==> config.mk <==
export PLATFORM = sky130hd
export DESIGN_NAME = obstacle_avoid_steering
export DESIGN_NICKNAME = d
export VERILOG_FILES = /design/src/design/oas_pkg.sv /design/src/design/obstacle_avoid_steering.sv /design/src/design/oas_front.sv /design/src/design/oas_fifo.sv /design/src/design/oas_back.sv
export SDC_FILE = /design/constraint.sdc
export NUM_CORES = 1
export LEC_CHECK = 0
export BUFFER_PORTS_ARGS = -buffer_cell sky130_fd_sc_hd__buf_2
export CAP_MARGIN = 20
export CORE_AREA = 2 2 212 235
export DETAILED_ROUTE_END_ITERATION = 10
export DIE_AREA = 0 0 214 237
export PLACE_DENSITY = 0.62
export SYNTH_ARGS = -nofsm -noshare
export SYNTH_HDL_FRONTEND = slang
export SYNTH_SLANG_ARGS = --single-unit
==> constraint.sdc <==
create_clock -name clk -period 11.2 [get_ports clk]
set_clock_uncertainty 0.15 [all_clocks]
set_input_delay 1.12 -clock clk [delete_from_list [all_inputs] [get_ports clk]]
set_output_delay 1.12 -clock clk [all_outputs]
set_load 0.03 [all_outputs]
==> src/design/oas_pkg.sv <==
// Shared types, register codes and reset values for the obstacle avoid steering block.
package oas_pkg;

    localparam int DIST_W  = 10;
    localparam int SPEED_W = 10;
    localparam int GAIN_W  = 6;
    localparam int DB_W    = 4;
    localparam int CIDX_W  = 3;
    localparam int CDATA_W = 10;

    localparam int FIFO_DEPTH = 2;
    localparam int FPTR_W     = $clog2(FIFO_DEPTH);
    localparam int FCNT_W     = $clog2(FIFO_DEPTH + 1);

    localparam logic [SPEED_W-1:0] WHEEL_MAX  = 10'd1000;
    localparam logic [DIST_W-1:0]  FILT_RESET = 10'd400;

    // register indexes
    localparam logic [CIDX_W-1:0] REG_FRONT_SAFE  = 3'd0;
    localparam logic [CIDX_W-1:0] REG_SIDE_EMERG  = 3'd1;
    localparam logic [CIDX_W-1:0] REG_BASE_SPEED  = 3'd2;
    localparam logic [CIDX_W-1:0] REG_SPIN_SPEED  = 3'd3;
    localparam logic [CIDX_W-1:0] REG_STEER_GAIN  = 3'd4;
    localparam logic [CIDX_W-1:0] REG_MAX_OFFSET  = 3'd5;
    localparam logic [CIDX_W-1:0] REG_DEAD_BAND   = 3'd6;
    localparam logic [CIDX_W-1:0] REG_SENSOR_MAX  = 3'd7;

    typedef enum logic [1:0] {
        MOTION_FWD        = 2'd0,
        MOTION_SPIN_LEFT  = 2'd1,
        MOTION_SPIN_RIGHT = 2'd2
    } motion_t;

    typedef struct packed {
        logic [DIST_W-1:0]  front_clear_min;
        logic [DIST_W-1:0]  side_clear_min;
        logic [SPEED_W-1:0] base_speed;
        logic [SPEED_W-1:0] spin_speed;
        logic [GAIN_W-1:0]  steer_gain;
        logic [SPEED_W-1:0] offset_limit;
        logic [DB_W-1:0]    dead_band;
        logic [DIST_W-1:0]  range_max;
    } cfg_t;

    typedef struct packed {
        logic [DIST_W-1:0] left;
        logic [DIST_W-1:0] center;
        logic [DIST_W-1:0] right;
    } filt_t;

endpackage

==> src/design/obstacle_avoid_steering.sv <==
// A word passes the queue, stage-1 registers and output register before out_valid.
// Throughput: one word per cycle while out_ready holds; kept values update per word.
// Front filters into a two-entry queue; the back end is a two-stage pipeline
// (steering product, then clamps into the output register).
// Reset: config registers take their defaults, kept distances go to 400,
// queue and pipeline empty.
module obstacle_avoid_steering
    import oas_pkg::*;
(
    input  logic               clk,
    input  logic               rst_n,
    input  logic               cfg_we,
    input  logic [CIDX_W-1:0]  cfg_index,
    input  logic [CDATA_W-1:0] cfg_data,
    input  logic               in_valid,
    output logic               in_ready,
    input  logic [DIST_W-1:0]  raw_left,
    input  logic [DIST_W-1:0]  raw_center,
    input  logic [DIST_W-1:0]  raw_right,
    output logic               out_valid,
    input  logic               out_ready,
    output logic [1:0]         motion,
    output logic [SPEED_W-1:0] left_speed,
    output logic [SPEED_W-1:0] right_speed,
    output logic [DIST_W-1:0]  filt_left,
    output logic [DIST_W-1:0]  filt_center,
    output logic [DIST_W-1:0]  filt_right
);

    cfg_t  cfg_reg;
    logic  q_full;
    logic  q_push;
    filt_t q_in;
    logic  q_pop;
    filt_t q_out;
    logic  q_not_empty;
    logic  back_ready;
    filt_t out_filt;

    always_ff @(posedge clk or negedge rst_n)
    begin
        if (!rst_n)
        begin
            cfg_reg.front_clear_min <= 10'd25;
            cfg_reg.side_clear_min  <= 10'd7;
            cfg_reg.base_speed      <= 10'd450;
            cfg_reg.spin_speed      <= 10'd450;
            cfg_reg.steer_gain      <= 6'd15;
            cfg_reg.offset_limit    <= 10'd200;
            cfg_reg.dead_band       <= 4'd2;
            cfg_reg.range_max       <= 10'd400;
        end
        else if (cfg_we)
        begin
            case (cfg_index)
                REG_FRONT_SAFE: cfg_reg.front_clear_min <= cfg_data;
                REG_SIDE_EMERG: cfg_reg.side_clear_min  <= cfg_data;
                REG_BASE_SPEED: cfg_reg.base_speed      <= cfg_data;
                REG_SPIN_SPEED: cfg_reg.spin_speed      <= cfg_data;
                REG_STEER_GAIN: cfg_reg.steer_gain      <= cfg_data[GAIN_W-1:0];
                REG_MAX_OFFSET: cfg_reg.offset_limit    <= cfg_data;
                REG_DEAD_BAND:  cfg_reg.dead_band       <= cfg_data[DB_W-1:0];
                REG_SENSOR_MAX: cfg_reg.range_max       <= cfg_data;
                default:        ;
            endcase
        end
    end

    oas_front u_front (
        .clk        (clk),
        .rst_n      (rst_n),
        .cfg        (cfg_reg),
        .in_valid   (in_valid),
        .in_ready   (in_ready),
        .raw_left   (raw_left),
        .raw_center (raw_center),
        .raw_right  (raw_right),
        .q_full     (q_full),
        .q_push     (q_push),
        .q_data     (q_in)
    );

    oas_fifo u_fifo (
        .clk       (clk),
        .rst_n     (rst_n),
        .push      (q_push),
        .push_data (q_in),
        .full      (q_full),
        .pop       (q_pop),
        .pop_data  (q_out),
        .not_empty (q_not_empty)
    );

    assign q_pop = q_not_empty && back_ready;

    oas_back u_back (
        .clk         (clk),
        .rst_n       (rst_n),
        .cfg         (cfg_reg),
        .in_valid    (q_not_empty),
        .in_ready    (back_ready),
        .in_data     (q_out),
        .out_valid   (out_valid),
        .out_ready   (out_ready),
        .motion      (motion),
        .left_speed  (left_speed),
        .right_speed (right_speed),
        .out_filt    (out_filt)
    );

    assign filt_left   = out_filt.left;
    assign filt_center = out_filt.center;
    assign filt_right  = out_filt.right;

`ifndef SYNTH
    // spins drive both wheels at the same speed
    a_spin_equal: assert property (@(posedge clk) disable iff (!rst_n)
        (out_valid && motion != MOTION_FWD) |-> (left_speed == right_speed))
        else $error("spin with unequal wheel speeds");

    a_speed_max: assert property (@(posedge clk) disable iff (!rst_n)
        out_valid |-> (left_speed <= WHEEL_MAX && right_speed <= WHEEL_MAX))
        else $error("wheel speed above limit");

    // kept distances start nonzero and only take nonzero values
    a_filt_nonzero: assert property (@(posedge clk) disable iff (!rst_n)
        out_valid |-> (filt_left != '0 && filt_center != '0 && filt_right != '0))
        else $error("filtered distance is zero");

    a_motion_code: assert property (@(posedge clk) disable iff (!rst_n)
        out_valid |-> (motion == MOTION_FWD || motion == MOTION_SPIN_LEFT ||
                       motion == MOTION_SPIN_RIGHT))
        else $error("bad motion code");
`endif

endmodule

==> src/design/oas_front.sv <==
// Front end: per-sensor distance filter and kept values.
module oas_front
    import oas_pkg::*;
(
    input  logic  clk,
    input  logic  rst_n,
    input  cfg_t  cfg,
    input  logic  in_valid,
    output logic  in_ready,
    input  logic [DIST_W-1:0] raw_left,
    input  logic [DIST_W-1:0] raw_center,
    input  logic [DIST_W-1:0] raw_right,
    input  logic  q_full,
    output logic  q_push,
    output filt_t q_data
);

    filt_t kept_reg;
    filt_t kept_next;

    function automatic logic [DIST_W-1:0] smooth(
        input logic [DIST_W-1:0] kept,
        input logic [DIST_W-1:0] raw,
        input logic [DIST_W-1:0] smax
    );
        logic [DIST_W-1:0] delta;
        logic [13:0]       kept3;
        logic [13:0]       delta10;
        logic [DIST_W:0]   sum;
        begin
            delta   = (raw > kept) ? (raw - kept) : (kept - raw);
            kept3   = 14'(kept) * 14'd3;
            delta10 = 14'(delta) * 14'd10;
            sum     = {1'b0, kept} + {1'b0, raw};
            if (raw == '0 || raw > smax)
                smooth = kept;
            else if (kept == '0)
                smooth = raw;
            // delta > floor(3k/10) is the same as 3k < 10*delta
            else if (kept3 < delta10)
                smooth = raw;
            else
                smooth = sum[DIST_W:1];
        end
    endfunction

    assign in_ready = !q_full;
    assign q_push   = in_valid && in_ready;

    always_comb
    begin
        kept_next.left   = smooth(kept_reg.left,   raw_left,   cfg.range_max);
        kept_next.center = smooth(kept_reg.center, raw_center, cfg.range_max);
        kept_next.right  = smooth(kept_reg.right,  raw_right,  cfg.range_max);
    end

    assign q_data = kept_next;

    always_ff @(posedge clk or negedge rst_n)
    begin
        if (!rst_n)
        begin
            kept_reg.left   <= FILT_RESET;
            kept_reg.center <= FILT_RESET;
            kept_reg.right  <= FILT_RESET;
        end
        else if (q_push)
        begin
            kept_reg <= kept_next;
        end
    end

endmodule

==> src/design/oas_fifo.sv <==
// Short queue of filtered words between front and back.
module oas_fifo
    import oas_pkg::*;
(
    input  logic  clk,
    input  logic  rst_n,
    input  logic  push,
    input  filt_t push_data,
    output logic  full,
    input  logic  pop,
    output filt_t pop_data,
    output logic  not_empty
);

    filt_t              mem_reg [FIFO_DEPTH];
    logic [FPTR_W-1:0]  wr_ptr_reg;
    logic [FPTR_W-1:0]  rd_ptr_reg;
    logic [FCNT_W-1:0]  count_reg;
    logic [FCNT_W-1:0]  count_next;
    logic               do_push;
    logic               do_pop;

    assign full      = (count_reg == FCNT_W'(FIFO_DEPTH));
    assign not_empty = (count_reg != '0);
    assign do_push   = push && !full;
    assign do_pop    = pop && not_empty;
    assign pop_data  = mem_reg[rd_ptr_reg];

    always_comb
    begin
        count_next = count_reg;
        if (do_push && !do_pop)
            count_next = count_reg + 1'b1;
        else if (!do_push && do_pop)
            count_next = count_reg - 1'b1;
    end

    always_ff @(posedge clk)
    begin
        if (do_push)
            mem_reg[wr_ptr_reg] <= push_data;
    end

    always_ff @(posedge clk or negedge rst_n)
    begin
        if (!rst_n)
        begin
            wr_ptr_reg <= '0;
            rd_ptr_reg <= '0;
            count_reg  <= '0;
        end
        else
        begin
            count_reg <= count_next;
            if (do_push)
                wr_ptr_reg <= (wr_ptr_reg == FPTR_W'(FIFO_DEPTH - 1)) ? '0 : wr_ptr_reg + 1'b1;
            if (do_pop)
                rd_ptr_reg <= (rd_ptr_reg == FPTR_W'(FIFO_DEPTH - 1)) ? '0 : rd_ptr_reg + 1'b1;
        end
    end

endmodule

==> src/design/oas_back.sv <==
// Back end: drive decision, steering product, wheel clamps and output register.
module oas_back
    import oas_pkg::*;
(
    input  logic  clk,
    input  logic  rst_n,
    input  cfg_t  cfg,
    input  logic  in_valid,
    output logic  in_ready,
    input  filt_t in_data,
    output logic  out_valid,
    input  logic  out_ready,
    output logic [1:0]         motion,
    output logic [SPEED_W-1:0] left_speed,
    output logic [SPEED_W-1:0] right_speed,
    output filt_t out_filt
);

    // stage 1: decision and product
    logic               s1_valid_reg;
    filt_t              s1_filt_reg;
    motion_t            s1_motion_reg;
    logic signed [17:0] s1_prod_reg;

    motion_t            motion_d;
    logic signed [10:0] diff;
    logic signed [10:0] db_s;
    logic signed [10:0] diff_db;
    logic signed [17:0] prod;

    // stage 2: output register
    logic               out_valid_reg;
    motion_t            motion_reg;
    logic [SPEED_W-1:0] left_reg;
    logic [SPEED_W-1:0] right_reg;
    filt_t              filt_reg;

    logic               adv_out;
    logic signed [17:0] lim;
    logic signed [17:0] off;
    logic signed [11:0] off12;
    logic signed [11:0] base12;
    logic signed [11:0] wmax12;
    logic signed [11:0] ls_s;
    logic signed [11:0] rs_s;
    logic [SPEED_W-1:0] ls_next;
    logic [SPEED_W-1:0] rs_next;
    logic [SPEED_W-1:0] spin;

    assign adv_out  = !out_valid_reg || out_ready;
    assign in_ready = !s1_valid_reg || adv_out;

    always_comb
    begin
        if (in_data.center < cfg.front_clear_min)
            motion_d = (in_data.left >= in_data.right) ? MOTION_SPIN_LEFT : MOTION_SPIN_RIGHT;
        else if (in_data.left < cfg.side_clear_min)
            motion_d = MOTION_SPIN_RIGHT;
        else if (in_data.right < cfg.side_clear_min)
            motion_d = MOTION_SPIN_LEFT;
        else
            motion_d = MOTION_FWD;

        diff    = $signed({1'b0, in_data.left}) - $signed({1'b0, in_data.right});
        db_s    = $signed({7'b0, cfg.dead_band});
        diff_db = (diff >= -db_s && diff <= db_s) ? 11'sd0 : diff;
        prod    = diff_db * $signed({1'b0, cfg.steer_gain});
    end

    always_comb
    begin
        lim    = $signed({8'b0, cfg.offset_limit});
        if (s1_prod_reg > lim)
            off = lim;
        else if (s1_prod_reg < -lim)
            off = -lim;
        else
            off = s1_prod_reg;
        off12  = off[11:0];
        base12 = $signed({2'b0, cfg.base_speed});
        wmax12 = $signed({2'b0, WHEEL_MAX});
        ls_s   = base12 - off12;
        rs_s   = base12 + off12;

        if (ls_s < 12'sd0)
            ls_next = '0;
        else if (ls_s > wmax12)
            ls_next = WHEEL_MAX;
        else
            ls_next = ls_s[SPEED_W-1:0];

        if (rs_s < 12'sd0)
            rs_next = '0;
        else if (rs_s > wmax12)
            rs_next = WHEEL_MAX;
        else
            rs_next = rs_s[SPEED_W-1:0];

        spin = (cfg.spin_speed > WHEEL_MAX) ? WHEEL_MAX : cfg.spin_speed;
    end

    always_ff @(posedge clk)
    begin
        if (in_ready)
        begin
            s1_filt_reg   <= in_data;
            s1_motion_reg <= motion_d;
            s1_prod_reg   <= prod;
        end
        if (adv_out)
        begin
            motion_reg <= s1_motion_reg;
            filt_reg   <= s1_filt_reg;
            if (s1_motion_reg == MOTION_FWD)
            begin
                left_reg  <= ls_next;
                right_reg <= rs_next;
            end
            else
            begin
                left_reg  <= spin;
                right_reg <= spin;
            end
        end
    end

    always_ff @(posedge clk or negedge rst_n)
    begin
        if (!rst_n)
        begin
            s1_valid_reg  <= 1'b0;
            out_valid_reg <= 1'b0;
        end
        else
        begin
            if (in_ready)
                s1_valid_reg <= in_valid;
            if (adv_out)
                out_valid_reg <= s1_valid_reg;
        end
    end

    assign out_valid   = out_valid_reg;
    assign motion      = motion_reg;
    assign left_speed  = left_reg;
    assign right_speed = right_reg;
    assign out_filt    = filt_reg;

endmodule
==> metrics.txt <==
outcome=complete, no violations; post-CTS setup repair buffer count=0; RSZ-0062 raised after global routing=no; Placeable Area=48400 um2; count of final setup violators=0; final setup TNS=0 ps; detailed-routing wirelength on met1=25.1 mm; maximum clock frequency=102 MHz; sequential area share after synthesis=0.316; initial antenna violation count=2; ANT nets after route=0; Crit-path slowest cell=dfrtp_1; Detailed Routing Iterations Pass 1=5; DR iter-0 viols=855; Startpoint Class=register; CTS tree=built; largest buffer count on any clock path=3; final wirelength=56.4 mm; Fillers=4294; via count=17300; reg2reg end=u_back.s1_prod_reg[17]; vias in the first global route=17600; CP max stage delay=670 ps; post-DR wirelength/cell=18.0 um; input/output buffers=101; CP Class=register to register; final net count=2945; grt ovf=0; hpwl dp=45.6 mm; first-pass GRT wire length=91.5 mm; initial core utilization=0.495; post-CTS sizing=0; FFs w/ async S/R, synth=0.396; Syn Nets=2859; CTS sink cnt=268; Root Driver=clkbuf_16; area of the mapped netlist=24000 um2; library cells used by synthesis=81; Syn Inst Count=2368; minimum clock period=9780 ps; syn avg cell area=10.1 um2; Total GRT Usage=0.223; r2r worst-path depth=33; synth warn=0; IO Count=102; die height=237 um; Remaining DRCs=0; Area Growth Syn to Fin=8.77%; Post-synth EDFFs=162; clock transition at the registers of the reported paths=60 ps; Reg2Reg Setup Slack=1420 ps; layout cell share with drive strength beyond 1=0.145; H-tree depth=1; Fin. Hold Viols=0; die area=50700 um2; Hold Path Class=register to register; GPL Wtd Cong=0.944; CP startpoint=u_fifo.rd_ptr_reg; worst hold start=u_back.s1_filt_reg[13]; met2 wire len=27.4 mm; CP delay by family, top=adder cells; cell row count=85; DIE WIDTH=214 um; max_slew headroom=0.321; Hold EP=u_back.out_filt[13]; hold_buf cts=0; crit path DAT=9920 ps; type of element capturing the critical path=register; worst slew pin tran=1010 ps; clock buffer count from CTS=28; max-cap violations=0; largest net degree at the start of global routing=73; final period utilization=0.873; via/cell ratio=5.54; reg2reg start=u_fifo.rd_ptr_reg; worst path bufs/invs=5; dominant synthesized flop cell=edfxtp_1; worst path required time=11340 ps; max reg flops=70; clk_lat worst skew=570 ps; Critical Path Fanout Max=20; Hold Crit Depth=0; DR WL met3=2.07 mm; post-synthesis register bit count=268; Final Max Slew Viols=0; top layer in use=met5
-- placed cells by master, fill, tap and decap left out, drive strengths merged, types with 65 or more instances in the layout --
| cell type | instances |
|---|---|
| nor2 | 100 |
| inv | 297 |
| o21ai | 111 |
| mux2 | 137 |
| a21oi | 169 |
| buf | 113 |
| dfrtp | 72 |
| ha | 378 |
| nand2 | 88 |
| fa | 65 |
| xnor2 | 111 |
| edfxtp | 162 |
-- routing by layer --
metal / GRT usage / up-vias
li1: - / 8545
met1: 0.289 / 8347
met2: 0.391 / 347
met3: 0.0200 / 104
met4: 0.0761 / 2
met5: 0 / -
-- how the worst max path moves through the flow --
stage	to	slack [ps]	cells past startpoint
2_1_floorplan	u_back.s1_prod_reg[17]	2280	34
3_3_place_gp	u_back.s1_prod_reg[17]	1840	33
3_5_place_dp	u_back.s1_prod_reg[17]	1460	33
4_1_cts	u_back.s1_prod_reg[17]	1450	33
5_1_grt	u_back.s1_prod_reg[17]	640	33
6_report	u_back.s1_prod_reg[17]	1420	33
-- cell type report --
type | instances | area, um2 | area share
Antenna cell | 1 | 2.50 | 0.0000960
Clock buffer | 35 | 747 | 0.0287
Inverter | 296 | 1110 | 0.0426
Multi-Input combinational cell | 1747 | 15000 | 0.577
Timing Repair Buffer | 113 | 602 | 0.0231
Tap cell | 652 | 816 | 0.0313
Sequential cell | 268 | 7560 | 0.290
Clock inverter | 17 | 185 | 0.00711
-- synth_stat cells (all sizes together) (14+ instances only) --
cell / instances / area share
a211oi: 16 / 0.0055
a21o: 31 / 0.0097
a21oi: 169 / 0.036
and2: 27 / 0.0070
and3: 45 / 0.012
buf: 22 / 0.0056
clkbuf: 35 / 0.0055
dfrtp: 72 / 0.075
dfstp: 34 / 0.037
edfxtp: 162 / 0.20
fa: 65 / 0.054
ha: 378 / 0.20
inv: 295 / 0.046
mux2: 137 / 0.065
mux2i: 54 / 0.023
nand2: 88 / 0.014
nand2b: 24 / 0.0063
nand3: 34 / 0.0073
nand4: 16 / 0.0042
nor2: 100 / 0.016
nor2b: 29 / 0.0076
nor3: 42 / 0.0097
o21a: 24 / 0.0075
o21ai: 111 / 0.023
o21bai: 49 / 0.015
o31ai: 14 / 0.0044
xnor2: 111 / 0.041
xor2: 34 / 0.012
-- metrics by stage --
stage               utilization  cells  setup slack, ps  instance area, um2  hold slack [ps]
floorplan                     -   2368             2280               24000              250
global placement          0.519   3075             1840               25100              253
detailed placement        0.519   3075             1460               25100              255
CTS                       0.538   3127             1450               26000              267
global route              0.539   3129              642               26100              282
finish                    0.539   3129             1420               26100              267
-- cell families (layout without fill, tap and decap cells) --
kind of cell,Yosys count,after routing,share of synthesized area
XOR/XNOR,145,145,0.0536
AND/OR/NAND/NOR,468,468,0.103
multiplexers,191,191,0.0879
flip-flops,268,268,0.316
AO/OA/AOI/OAI,500,500,0.131
other,0,1,0
buffers and inverters,353,461,0.0575
adder cells (fa/ha/maj),443,443,0.252
-- worst register-to-register path, delay by kind of cell (launching register included) --
kind / cells / cell delay [ps]
multiplexers: 1 / 330
buffers and inverters: 5 / 820
XOR/XNOR: 1 / 120
AO/OA/AOI/OAI: 12 / 2590
flip-flops: 1 / 670
adder cells (fa/ha/maj): 7 / 3100
AND/OR/NAND/NOR: 7 / 1740
Power is not shown: default switching activity piles up to over one toggle a cycle in this logic, so the estimate is an artifact.
